$ cat config.mk
export PLATFORM = sky130hd
export DESIGN_NAME = hill_block_matrix_encrypt_core
export DESIGN_NICKNAME = d
export VERILOG_FILES = /design/src/hw/rtl/hbme_pkg.sv /design/src/hw/rtl/hbme_product.sv /design/src/hw/rtl/hill_block_matrix_encrypt_core.sv
export SDC_FILE = /design/constraint.sdc
export NUM_CORES = 2
export LEC_CHECK = 0
export BUFFER_PORTS_ARGS = -buffer_cell sky130_fd_sc_hd__buf_4
export CAP_MARGIN = 40
export CORE_MARGIN = 10
export CORE_UTILIZATION = 30
export CTS_BUF_LIST = sky130_fd_sc_hd__clkbuf_16
export CTS_CLUSTER_SIZE = 28
export DETAILED_ROUTE_END_ITERATION = 10
export PLACE_DENSITY = 0.53
export REMOVE_ABC_BUFFERS = 1
export SYNTH_ARGS = -nofsm -noshare
export SYNTH_HDL_FRONTEND = slang
export SYNTH_HIERARCHICAL = 1
export SYNTH_SLANG_ARGS = --single-unit
$ cat constraint.sdc
create_clock -name clk -period 19.4 [get_ports clk]
set_clock_uncertainty 0.1 [all_clocks]
set_input_delay 3.88 -clock clk [delete_from_list [all_inputs] [get_ports clk]]
set_output_delay 3.88 -clock clk [all_outputs]
set_load 0.05 [all_outputs]
$ cat src/hw/rtl/hbme_pkg.sv
package hbme_pkg;

	localparam int BYTE_W     = 8;
	localparam int VALUE_W    = 18;
	localparam int NUM_COLS   = 4;
	localparam int DIM_W      = 3;
	localparam int REM_W      = 3;
	localparam int CFG_IDX_W  = 3;
	localparam int CFG_DATA_W = 32;

	// Register indexes of the configuration port.
	localparam logic [CFG_IDX_W-1:0] CFG_DIM  = 3'd0;
	localparam logic [CFG_IDX_W-1:0] CFG_KEY0 = 3'd1;
	localparam logic [CFG_IDX_W-1:0] CFG_KEY1 = 3'd2;
	localparam logic [CFG_IDX_W-1:0] CFG_KEY2 = 3'd3;
	localparam logic [CFG_IDX_W-1:0] CFG_KEY3 = 3'd4;

	// Key matrix: row, then column, column 0 in the low byte of a row.
	typedef logic [NUM_COLS-1:0][NUM_COLS-1:0][BYTE_W-1:0] key_mat_t;
	typedef logic [NUM_COLS-1:0][BYTE_W-1:0] vec_t;
	typedef logic [NUM_COLS-1:0][VALUE_W-1:0] sums_t;

endpackage

$ cat src/hw/rtl/hbme_product.sv
module hbme_product (
	input  hbme_pkg::vec_t     vec,
	input  hbme_pkg::key_mat_t key,
	output hbme_pkg::sums_t    sums
);

	logic [2*hbme_pkg::BYTE_W-1:0] prod;

	// Row vector times key matrix; entries of the vector beyond the active
	// size are already zero, so every column sums over all four rows.
	always_comb begin
		sums = '0;
		prod = '0;
		for (int c = 0; c < hbme_pkg::NUM_COLS; c++) begin
			for (int j = 0; j < hbme_pkg::NUM_COLS; j++) begin
				prod = vec[j] * key[j][c];
				sums[c] = sums[c] + {2'b00, prod};
			end
		end
	end

endmodule

$ cat src/hw/rtl/hill_block_matrix_encrypt_core.sv
// Hill-style block encryptor without modulus.
// Input channel (in_valid, in_stall, message_byte, final_byte): one message
// byte per beat. Bytes gather into a block of n, n taken from matrix_dim.
// When a block fills, or a byte with final_byte set arrives, the block (zero
// padded) is multiplied by the key matrix and n results follow on the output
// channel (out_valid, out_stall, cipher_value, block_end), column 0 first,
// block_end high on the last one.
// The first result of a block is presented the cycle after the completing
// byte is taken. With out_stall low, full blocks of n bytes, each yielding
// n results, stream without pause at one byte per cycle. in_stall rises
// only for a byte that would complete a block while more than one result of
// the previous block is still waiting (or one is waiting and out_stall is
// high). A stalled output holds its beat unchanged; no results are lost.
// Configuration (cfg_valid, cfg_ready, cfg_index, cfg_data) is always ready;
// it must be written only while the block is idle, which the block does not
// enforce. Index 0 is matrix_dim, 1..4 key rows 0..3; others are ignored.
// Reset clears the block buffer, the pending results and the keys, and sets
// matrix_dim to 1.
module hill_block_matrix_encrypt_core #(
	parameter int MAX_DIM = 4
) (
	input  logic                                clk,
	input  logic                                arst_n,
	input  logic                                in_valid,
	output logic                                in_stall,
	input  logic [hbme_pkg::BYTE_W-1:0]         message_byte,
	input  logic                                final_byte,
	output logic                                out_valid,
	input  logic                                out_stall,
	output logic [hbme_pkg::VALUE_W-1:0]        cipher_value,
	output logic                                block_end,
	input  logic                                cfg_valid,
	output logic                                cfg_ready,
	input  logic [hbme_pkg::CFG_IDX_W-1:0]      cfg_index,
	input  logic [hbme_pkg::CFG_DATA_W-1:0]     cfg_data
);

	localparam int CAP   = (MAX_DIM < hbme_pkg::NUM_COLS) ? MAX_DIM : hbme_pkg::NUM_COLS;
	localparam int IDX_W = (MAX_DIM > 1) ? $clog2(MAX_DIM) : 1;
	localparam logic [hbme_pkg::DIM_W-1:0] CAP_DIM = hbme_pkg::DIM_W'(CAP);

	logic [hbme_pkg::DIM_W-1:0]  dim_q;
	hbme_pkg::key_mat_t          key_q;
	logic [MAX_DIM-1:0][hbme_pkg::BYTE_W-1:0] buf_q;
	logic [IDX_W-1:0]            fill_q;
	hbme_pkg::sums_t             vals_q;
	logic [hbme_pkg::REM_W-1:0]  rem_q;

	logic [hbme_pkg::DIM_W-1:0]  n_act;
	hbme_pkg::vec_t              buf_pad;
	hbme_pkg::vec_t              vec;
	hbme_pkg::sums_t             sums;
	logic [IDX_W:0]              fill_next;
	logic                        complete;
	logic                        bank_free;
	logic                        in_take;
	logic                        out_take;
	logic                        load;

	always_comb begin
		priority if (dim_q == '0) begin
			n_act = hbme_pkg::DIM_W'(1);
		end else if (dim_q > CAP_DIM) begin
			n_act = CAP_DIM;
		end else begin
			n_act = dim_q;
		end
	end

	for (genvar j = 0; j < hbme_pkg::NUM_COLS; j++) begin : g_pad
		if (j < MAX_DIM) begin : g_used
			assign buf_pad[j] = buf_q[j];
		end else begin : g_unused
			assign buf_pad[j] = '0;
		end
	end

	// The incoming byte takes its place in the block before the product.
	always_comb begin
		for (int j = 0; j < hbme_pkg::NUM_COLS; j++) begin
			if (j >= int'(n_act)) begin
				vec[j] = '0;
			end else if (j == int'(fill_q)) begin
				vec[j] = message_byte;
			end else begin
				vec[j] = buf_pad[j];
			end
		end
	end

	hbme_product u_product (
		.vec  (vec),
		.key  (key_q),
		.sums (sums)
	);

	assign fill_next = {1'b0, fill_q} + (IDX_W+1)'(1);
	assign complete  = final_byte || (int'(fill_next) >= int'(n_act));
	assign out_valid = (rem_q != '0);
	assign out_take  = out_valid && !out_stall;
	assign bank_free = (rem_q == '0) || ((rem_q == hbme_pkg::REM_W'(1)) && !out_stall);
	assign in_stall  = complete && !bank_free;
	assign in_take   = in_valid && !in_stall;
	assign load      = in_take && complete;

	assign cipher_value = vals_q[0];
	assign block_end    = (rem_q == hbme_pkg::REM_W'(1));
	assign cfg_ready    = 1'b1;

	always_ff @(posedge clk or negedge arst_n) begin
		if (!arst_n) begin
			dim_q <= hbme_pkg::DIM_W'(1);
			key_q <= '0;
		end else if (cfg_valid && cfg_ready) begin
			unique case (cfg_index)
				hbme_pkg::CFG_DIM:  dim_q    <= cfg_data[hbme_pkg::DIM_W-1:0];
				hbme_pkg::CFG_KEY0: key_q[0] <= cfg_data;
				hbme_pkg::CFG_KEY1: key_q[1] <= cfg_data;
				hbme_pkg::CFG_KEY2: key_q[2] <= cfg_data;
				hbme_pkg::CFG_KEY3: key_q[3] <= cfg_data;
				default: begin
				end
			endcase
		end
	end

	always_ff @(posedge clk or negedge arst_n) begin
		if (!arst_n) begin
			buf_q  <= '0;
			fill_q <= '0;
		end else if (load) begin
			buf_q  <= '0;
			fill_q <= '0;
		end else if (in_take) begin
			buf_q[fill_q] <= message_byte;
			fill_q        <= fill_next[IDX_W-1:0];
		end
	end

	always_ff @(posedge clk or negedge arst_n) begin
		if (!arst_n) begin
			rem_q <= '0;
		end else if (load) begin
			rem_q <= n_act;
		end else if (out_take) begin
			rem_q <= rem_q - hbme_pkg::REM_W'(1);
		end
	end

	// Result bank: head is presented, the rest shift down as beats leave.
	always_ff @(posedge clk) begin
		if (load) begin
			vals_q <= sums;
		end else if (out_take) begin
			for (int i = 0; i < hbme_pkg::NUM_COLS - 1; i++) begin
				vals_q[i] <= vals_q[i+1];
			end
		end
	end

endmodule

# --- Yosys cells after proc, flatten, opt, wreduce, memory -nomap -nowiden ---
# Cells that the tools add are included.
classes:
  n_addsub: 14
  multipliers: 16
  order_cmp: 8
  eq_ne: 8
  mux: 21
  n_reduce_logical: 23
op_table:
  columns: ["cell", "n"]
  rows:
  - ["$mul 8x8->16", 16]
  - ["$add 18x16->18", 8]
  - ["$mux 54", 2]
  - ["$mux 8", 9]
  - ["$add 16x16->17", 4]
  - ["$mux 32", 2]
  - ["$bwmux 32", 1]
  - ["$demux 8 s2", 1]
  - ["$mux 3", 4]
  - ["$reduce_and 2->1", 5]
  - ["$logic_not 3->1", 3]
  - ["$eq 3x1->1 const B", 2]
  - ["$eq 3x2->1 const B", 2]
  - ["$ge 1x3->1 const A", 2]
  - ["$ge 2x3->1 const A", 2]
  - ["$logic_and 1x1->1", 6]
  - ["$eq 2x2->1 const A", 2]
  - ["$mux 2", 2]
  - ["$reduce_bool 2->1", 2]
  - ["$add 2x1->3 const B", 1]
  - ["$eq 3x3->1 const B", 1]
  - ["$ge 3x3->1", 1]
  - ["$gt 3x3->1 const B", 1]
  - ["$logic_not 1->1", 3]
  - ["7 further kinds", 8]
word_totals:
  reg_bits: 240
  output_inout_bits: 22
  elab_cells: 117

# --- Logic depth before layout (Yosys ltp) ---
logic_depth:
  ltp_word: 10
  depth_mapped: 39
  mapped_depth_nobuf: 36

# --- By module ---
# The synthesis kept the hierarchy.
by_module_without_submodules:
  columns: ["module", "instances", "cells_each", "area_each_um2", "seq_area_each_um2"]
  rows:
  - ["hbme_product", 1, 4102, 36660.2, 0.0]
  - ["hill_block_matrix_encrypt_core", 1, 638, 9975.8, 6367.4]

# --- Least setup slack after synthesis ---
# OpenSTA, ideal clock, no wires.
synth_timing:
  path_type: "input to register"
  start: "input port message_byte[4] (netlist name)"
  end: "register vals_q[53] (netlist name), data pin"
  setup_ps: 260
  arrival_time_ps: 12178
  required_ps: 19040
  slack_ps: 6862
  stages: 30
  cell_sequence: "mux2_2 clkbuf_1 nand2_1 fa_1 fa_1 fa_1 inv_1 fa_1 fa_1 fa_1 ha_1 o21a_1 o31a_1 o21ai_0 nand2b_1 a21boi_0 xnor2_1 ha_1 fa_1 inv_1 fa_1 fa_1 inv_1 ha_1 a21o_1 or4_4 a221oi_4 nor2_1 a311o_1 mux2_2"
synth_lines:
  columns: ["item", "line", "source"]
  rows:
  - ["from (decl)", "hill_block_matrix_encrypt_core.sv:26", "input logic [hbme_pkg::BYTE_W-1:0] message_byte,"]
  - ["to (signal assigned)", "hill_block_matrix_encrypt_core.sv:153", "vals_q <= sums;"]
  - ["to (signal, indexed assignment)", "hill_block_matrix_encrypt_core.sv:156", "vals_q[i] <= vals_q[i+1];"]
  - ["to (decl)", "hill_block_matrix_encrypt_core.sv:46", "hbme_pkg::sums_t vals_q;"]

==> run summary <==
Placed Area -> 49600 sq um
outcome -> finished clean
number of cells on the worst reg-to-reg path -> 35
Final Non-Filler Cells -> 6821
Worst Path Max Fanout -> 24
worst slew pin tran -> 0.885 ns
Die H -> 414 um
Cell variety after synth -> 69
fin area -> 50800 sq um
synth warn -> 6
number of synthesized register bits -> 240
critical path class -> primary input to flop
Synth Area in Adders -> 51.2%
Nets -> 6193
Simple-Gate Fraction of Synth Area -> 13.8%
Final setup viols -> 0
antenna-violating nets left -> 0
clock tree root buffer cell -> clkbuf_16
Synth area leaders -> fa_1, ha_1, inv_1
post-synthesis compound-gate area fraction -> 3.86%
largest family of logic cells by synthesized area -> adder cells
clock buffer depth -> 3
# DRC -> 0
Max stage delay cell, worst path -> fa_1
Avg Cell Area, Syn -> 9.84 sq um
Worst Setup End Kind -> flop
Worst Path Required -> 19.64 ns
CTS clock-pin slew for the worst setup and hold paths -> 0.06 ns
post-synthesis cell count -> 4740
total number of H-tree levels -> 2
max_cap viols -> 0
Data arrival, critical path -> 13.31 ns
TNS Setup -> 0 ns
top post-synthesis cells by count -> inv_1, fa_1, and2_1, ha_1, nand2_1
Rel. slew slack -> 41.0%
worst hold stages -> 1
Hold Buf Count CTS -> 0
Die Wd -> 414 um
drt first-iter violations -> 1554
mux cell area share after synthesis -> 5.35%
initial antenna violation count -> 10
global-route wire length before repair -> 204000 um
number of enable flip-flop cells after synthesis -> 72
CTS tree -> built
Fin. Hold Viols -> 0
Largest stage delay, worst path -> 0.55 ns
Std-Cell Rows -> 144
Crit path top cell by count -> fa_1
Synth Area in XOR/XNOR -> 1.65%
WL met3 -> 5890 um
gpl congestion -> 0.837
unrepaired setup endpoints after global routing -> no
max-slew violation count -> 0
fin crit share -> 67.4%
DR WL met2 -> 63700 um
Worst Setup SP -> message_byte[7]
min-delay src -> buf_pad[31]$_DFFE_PN0P_
vias per cell -> 4.63
layout cell share with drive strength beyond 1 -> 8.31%
Netlist Area Pre-Place -> 46600 sq um
first-pass iteration count of the detailed router -> 5
grt ovf -> 0
I/O pin total -> 71
vias in the first global route -> 34500
Synth-to-Final Area Change -> 8.89%
Met1 Wirelength -> 55700 um
largest net degree at the start of global routing -> 66
top sig layer -> met5
TritonCTS Buffers -> 36
FFs w/ async S/R, synth -> 70.0%
Avg WL per Cell -> 18.9 um
clock tree sinks -> 240
count of input and output buffers -> 69
postcts setup bufs -> 0
Routed WL -> 129000 um
HP Class -> flop to flop
share of the synthesized area in the top cell type -> 36.7%
FF-to-FF Start -> fill_q[1]$_DFFE_PN0P_
most common cell in the netlist -> inv_1
routed vias -> 31600
Tmin final -> 13.08 ns
leading area contributor after synthesis -> fa_1
sequential fraction of the synthesis area -> 13.7%
initial core utilization -> 30.2%
Post-Place Cells -> 6755
main flop type after synthesis -> dfrtp_1
post-CTS resize count -> 0
die area -> 172000 sq um
Core ar. -> 154000 sq um
Overall Global Routing Usage -> 15.1%
Clock Latency Late Sink -> 0.60 ns
Max Fclk -> 76.5 MHz
hpwl dp -> 102000 um
CP Launch Type -> primary input
kinds of logic (layout without fill, tap and decap cells):
| logic type | count (synthesis) | count (layout) |
|---|---|---|
| other | 1 | 3 |
| buffers and inverters | 1276 | 1311 |
| multiplexers | 223 | 223 |
| AND/OR/NAND/NOR | 1254 | 1254 |
| flip-flops | 240 | 240 |
| XOR/XNOR | 88 | 88 |
| adder cells (fa/ha/maj) | 1395 | 1395 |
| AO/OA/AOI/OAI | 263 | 263 |
layer usage:
layer  vias up  GRT usage [%]
li1      14400              -
met1     16400           19.8
met2       700           26.2
met3       151           1.90
met4         2           3.84
met5         -              0
final cells by class:
type | count | area, sq um
fillers | 16000 | 103000
multi-input cells | 3224 | 35500
flip-flops and latches | 240 | 6370
inverters | 1131 | 4250
well taps | 2044 | 2560
clock buffers | 38 | 951
repair buffers | 116 | 926
clock inverters | 26 | 253
diodes | 2 | 5.00
path summary, 6_finish.rpt:
| path | end | slack, ns |
|---|---|---|
| hold reg to reg | buf_pad[31]$_DFFE_PN0P_ | 0.39 |
| max in group asynchronous | key_q[121]$_DFFE_PN0P_ | 14.64 |
| setup reg to reg | vals_q[32]$_DFFE_PP_ | 8.54 |
| setup / recovery | vals_q[32]$_DFFE_PP_ | 6.32 |
| hold / removal | buf_pad[31]$_DFFE_PN0P_ | 0.39 |
| min in group asynchronous | key_q[15]$_DFFE_PN0P_ | 3.23 |
worst max-delay path: cells and delay by family:
family	cells	cell delay, ns
AOI/OAI and AO/OA	9	1.90
muxes	2	0.37
xor gates and xnor gates	1	0.21
adders and majority gates	12	5.47
and+or+nand+nor	3	0.64
buffers and inverters	7	0.78
placed cells by master (no fill, tap or decap), types with 42 or more instances in the layout:
master,netlist,layout
inv_1,1131,1133
fa_1,854,854
and2_1,595,595
ha_1,541,541
nand2_1,483,483
mux2_2,180,180
dfrtp_1,167,167
buf_4,19,111
edfxtp_1,72,72
a21oi_1,67,67
xnor2_1,56,56
nor2_1,76,52
o21ai_0,42,42
sequential cells by signal (all words and copies together), names as in the netlist:
name          flops
fill_q            2
dim_q             3
vals_q           54
cipher_value     18
rem_q             3
key_q           128
buf_pad          32
through the flow:
stage / utilization (%) / setup WS (ns) / hold slack (ns)
3_5_place_dp: 32.1 / 5.74 / 0.373
3_3_place_gp: 32.1 / 5.77 / 0.369
5_1_grt: 32.9 / 5.69 / 0.399
6_report: 32.9 / 6.32 / 0.389
4_1_cts: 32.9 / 6.33 / 0.389
2_1_floorplan: - / 6.52 / 0.352
Power is not shown: default switching activity piles up to over one toggle a cycle in this logic, so the estimate is an artifact.
